### config.mk
export PLATFORM = sky130hd
export DESIGN_NAME = mxt_ctrl
export DESIGN_NICKNAME = d
export VERILOG_FILES = /design/src/design/mxt_pkg.sv /design/src/design/mxt_ctrl.sv
export SDC_FILE = /design/constraint.sdc
export NUM_CORES = 1
export LEC_CHECK = 0
export ABC_AREA = 1
export BUFFER_PORTS_ARGS = -buffer_cell sky130_fd_sc_hd__buf_4
export CAP_MARGIN = 20
export CORE_AREA = 2 2 39 41
export DETAILED_ROUTE_END_ITERATION = 10
export DIE_AREA = 0 0 41 43
export GPL_TIMING_DRIVEN = 0
export SYNTH_ARGS = -nofsm -noshare
export SYNTH_HDL_FRONTEND = slang
export SYNTH_SLANG_ARGS = --single-unit
### constraint.sdc
create_clock -name aclk -period 1.7 [get_ports aclk]
set_input_delay 0 -clock aclk [delete_from_list [all_inputs] [get_ports aclk]]
set_output_delay 0 -clock aclk [all_outputs]
set_load 0.02 [all_outputs]
### src/design/mxt_pkg.sv
// Shared types and constants for the maximum subarray XOR trie unit.
// No dependencies; every other design file refers to this package by scoped name.
`default_nettype none

package mxt_pkg;

    // Port width of the element and result data fields.
    localparam int unsigned DATA_W = 32;

    typedef enum logic [2:0] {
        ST_IDLE,
        ST_ZERO_ISSUE,
        ST_ZERO_WALK,
        ST_PFX_ISSUE,
        ST_PFX_WALK,
        ST_QRY_ISSUE,
        ST_QRY_WALK,
        ST_DONE
    } state_t;

    // Controller to datapath commands.
    typedef struct packed {
        logic accept;      // take the input request
        logic set_prefix;  // fold the element into the running prefix
        logic ins_begin;   // start an insert walk at the root
        logic ins_step;    // one insert level
        logic qry_begin;   // start a query walk at the root
        logic qry_step;    // one query level
        logic out_load;    // move the result into the output register
    } ctrl_cmd_t;

    // Datapath to controller status.
    typedef struct packed {
        logic start_now;   // the request opens a new array
        logic full_now;    // item budget of the current array is used up
        logic ins_done;    // insert walk finishes this cycle
        logic qry_done;    // query walk finishes this cycle
        logic out_free;    // output register can take a result
    } dp_status_t;

endpackage

`default_nettype wire

### src/design/mxt_ctrl.sv
// Sequencing state machine of the trie unit: accept, zero insert, prefix insert,
// query, result hand-off. Depends on mxt_pkg.
`default_nettype none

module mxt_ctrl (
    input  wire logic               aclk,
    input  wire logic               aresetn,
    input  wire logic               s_tvalid,
    output logic                    s_tready,
    input  wire mxt_pkg::dp_status_t status,
    output mxt_pkg::ctrl_cmd_t      cmd
);

    mxt_pkg::state_t state_reg;
    mxt_pkg::state_t state_next;

    always_ff @(posedge aclk) begin
        if (!aresetn) begin
            state_reg <= mxt_pkg::ST_IDLE;
        end else begin
            state_reg <= state_next;
        end
    end

    always_comb begin
        state_next = state_reg;
        cmd        = '0;
        s_tready   = 1'b0;
        unique case (state_reg)
            mxt_pkg::ST_IDLE: begin
                s_tready = 1'b1;
                if (s_tvalid) begin
                    cmd.accept = 1'b1;
                    if (status.start_now) begin
                        state_next = mxt_pkg::ST_ZERO_ISSUE;
                    end else if (status.full_now) begin
                        state_next = mxt_pkg::ST_DONE;
                    end else begin
                        state_next = mxt_pkg::ST_PFX_ISSUE;
                    end
                end
            end
            mxt_pkg::ST_ZERO_ISSUE: begin
                cmd.ins_begin = 1'b1;
                state_next    = mxt_pkg::ST_ZERO_WALK;
            end
            mxt_pkg::ST_ZERO_WALK: begin
                cmd.ins_step = 1'b1;
                if (status.ins_done) begin
                    state_next = mxt_pkg::ST_PFX_ISSUE;
                end
            end
            mxt_pkg::ST_PFX_ISSUE: begin
                cmd.set_prefix = 1'b1;
                cmd.ins_begin  = 1'b1;
                state_next     = mxt_pkg::ST_PFX_WALK;
            end
            mxt_pkg::ST_PFX_WALK: begin
                cmd.ins_step = 1'b1;
                if (status.ins_done) begin
                    state_next = mxt_pkg::ST_QRY_ISSUE;
                end
            end
            mxt_pkg::ST_QRY_ISSUE: begin
                cmd.qry_begin = 1'b1;
                state_next    = mxt_pkg::ST_QRY_WALK;
            end
            mxt_pkg::ST_QRY_WALK: begin
                cmd.qry_step = 1'b1;
                if (status.qry_done) begin
                    state_next = mxt_pkg::ST_DONE;
                end
            end
            mxt_pkg::ST_DONE: begin
                if (status.out_free) begin
                    cmd.out_load = 1'b1;
                    state_next   = mxt_pkg::ST_IDLE;
                end
            end
            default: begin
                state_next = mxt_pkg::ST_IDLE;
            end
        endcase
    end

endmodule

`default_nettype wire

==> results.ini <==
[timing]
hold_viol_final=0
setup_viol=0
fmax_ghz=0.743
whs_ns=0.0192
post-route-period-util=0.791
maxSlewHeadroom=0.851
fin_worst_skew_ns=0.00170
finalSetupTns_ns=0
min_period_ns=1.35
rsz0062_at_grt=no
worstMarginPinSlew_ns=0.223
slew_viol_final=0

[logic_synthesis]
synth_area_leaders=dfxtp_1 16%, ha_1 13%, inv_1 13%
synth.avg_cell_area_sq_um=6.32
synth_top_area_share=0.156
synth_cell_types=18
synth_warnings=0
postSynth.asyncResetShare=0
yosys.area.top_type=dfxtp_1
synth_common_cells=13 x inv_1, 12 x nand2_1, 10 x nor2_1
synth_edf_count=0
synth.most_common_cell=inv_1
ys_seq_area_frac=0.156
synth_ff_type=dfxtp_1
syn_nets=73
synth_area_sq_um=385
syn_inst=61
synth-seq-cells=3

[clock_tree]
h-tree-depth=1
cts_resized=0
postCtsSetupBuffers=0
cts_buffer_depth=2
ctsHoldBuffers=0
clk_pin_slew_worst_paths_ns=0.03
cts_sinks=3
cts_buffers=3
root_buffer=clkbuf_4
clk_latency_ns=0.23
tritoncts=yes

[floorplanning]
die-width_um=41
die_h_um=43
start_util=0.278
core-area_sq_um=1380
io_pins=16
rows=14
die_area_sq_um=1760

[route]
drtIter0Drc=2
drc=0
drt-wirelength-per-cell_um=8.08
drt_first_pass_iters=2
routed-via-count=402
ant_nets=0
drt-vias-per-instance=4.19
totalWireLength_um=776

[setup_path]
crit_path_start_kind=flop
path_class=reg -> reg
end_kind=flop
cp_max_fo=5
crit_arrival_ns=1.47
crit_required_ns=1.82

[global_route]
track_usage=0.104
antenna_found_initial=0
grt_max_degree=9
grt_overflow=0
grt_pass1_wl_mm=1.23
grt_pass1_vias=357

[layout]
final_util=0.393
fillerInstances=163
num_antenna_cells=0
largest_reg_flops=3
area_growth_pct=41.2
final_layout_size_suffix_gt1_frac=0.375
fin_nets=93

[power]
ir_drop_mv=0.471
p_per_area_nw_per_um2=1640
finalPower_w=0.000892
p_leak_nw=0.343

[outcome]
status=finished, final reports clean

[min_path]
min_path_type=in -> reg

[run]
drv_cap=0

[placed_design]
io_buffers=15
gp_congestion=0.708
place_hpwl_um=666

metrics by stage:
stage | setup WS (ns) | instances | area, sq um
6_report | 0.355 | 96 | 544
5_1_grt | 0.206 | 96 | 544
4_1_cts | 0.334 | 96 | 544
3_5_place_dp | 0.342 | 92 | 518
3_3_place_gp | 0.347 | 92 | 518
2_1_floorplan | 0.309 | 61 | 385
cells in the final DEF, fill, tap and decap left out, types with 2 or more instances in the layout:
master	Yosys	final
nand4_1	2	2
clkbuf_4	0	3
nor2_2	3	3
buf_4	0	15
nand2_2	4	4
ha_1	4	4
nor2_1	10	10
dfxtp_1	3	3
inv_1	13	13
nand2_1	12	12
layout make-up:
type	count	area [sq um]	share of cell area
multi-input combinational	43	259	0.476
tap	16	20.0	0.0368
timing repair buffer	15	113	0.207
clock buffer	4	26.3	0.0483
buffer	1	11.3	0.0207
inverter	14	55.1	0.101
sequential	3	60.1	0.110
metal layers:
layer	vias to the layer above	global-route usage	part of all wire
li1	218	-	-
met1	170	0.0994	0.44
met2	14	0.172	0.47
met3	0	0.0785	0.095
met4	0	0.0200	0
met5	-	0	0
worst max-delay path, stage by stage, from the launching register on:
cell	delay [ns]
dfxtp_1	0.35
inv_1	0.08
ha_1	0.25
nand2_2	0.11
nor2_2	0.04
nor2_2	0.13
nand3_4	0.10
o21bai_1	0.13
nor2_1	0.04
final timing paths:
check               start      endpoint  slack (ns)  cells after the start
max          state_reg[0]  state_reg[1]        0.35                      8
min               aresetn  state_reg[0]        0.02                      3
max reg2reg  state_reg[0]  state_reg[1]        0.35                      8
min reg2reg  state_reg[1]  state_reg[1]        0.60                      4
cell families after synthesis:
kind of cell / synth area share
compound gates: 0.0195
flops: 0.156
fa+ha+maj: 0.130
simple gates: 0.523
buf+inv: 0.172
report_power, final:
| part | switching [W] | internal, W | total, W |
|---|---|---|---|
| Sequential | 0.0000190 | 0.000100 | 0.000119 |
| Combinational | 0.000385 | 0.000264 | 0.000649 |
| Clock | 0.0000357 | 0.0000879 | 0.000124 |
| Total | 0.000440 | 0.000452 | 0.000892 |
(Power assumes the default switching activity.)
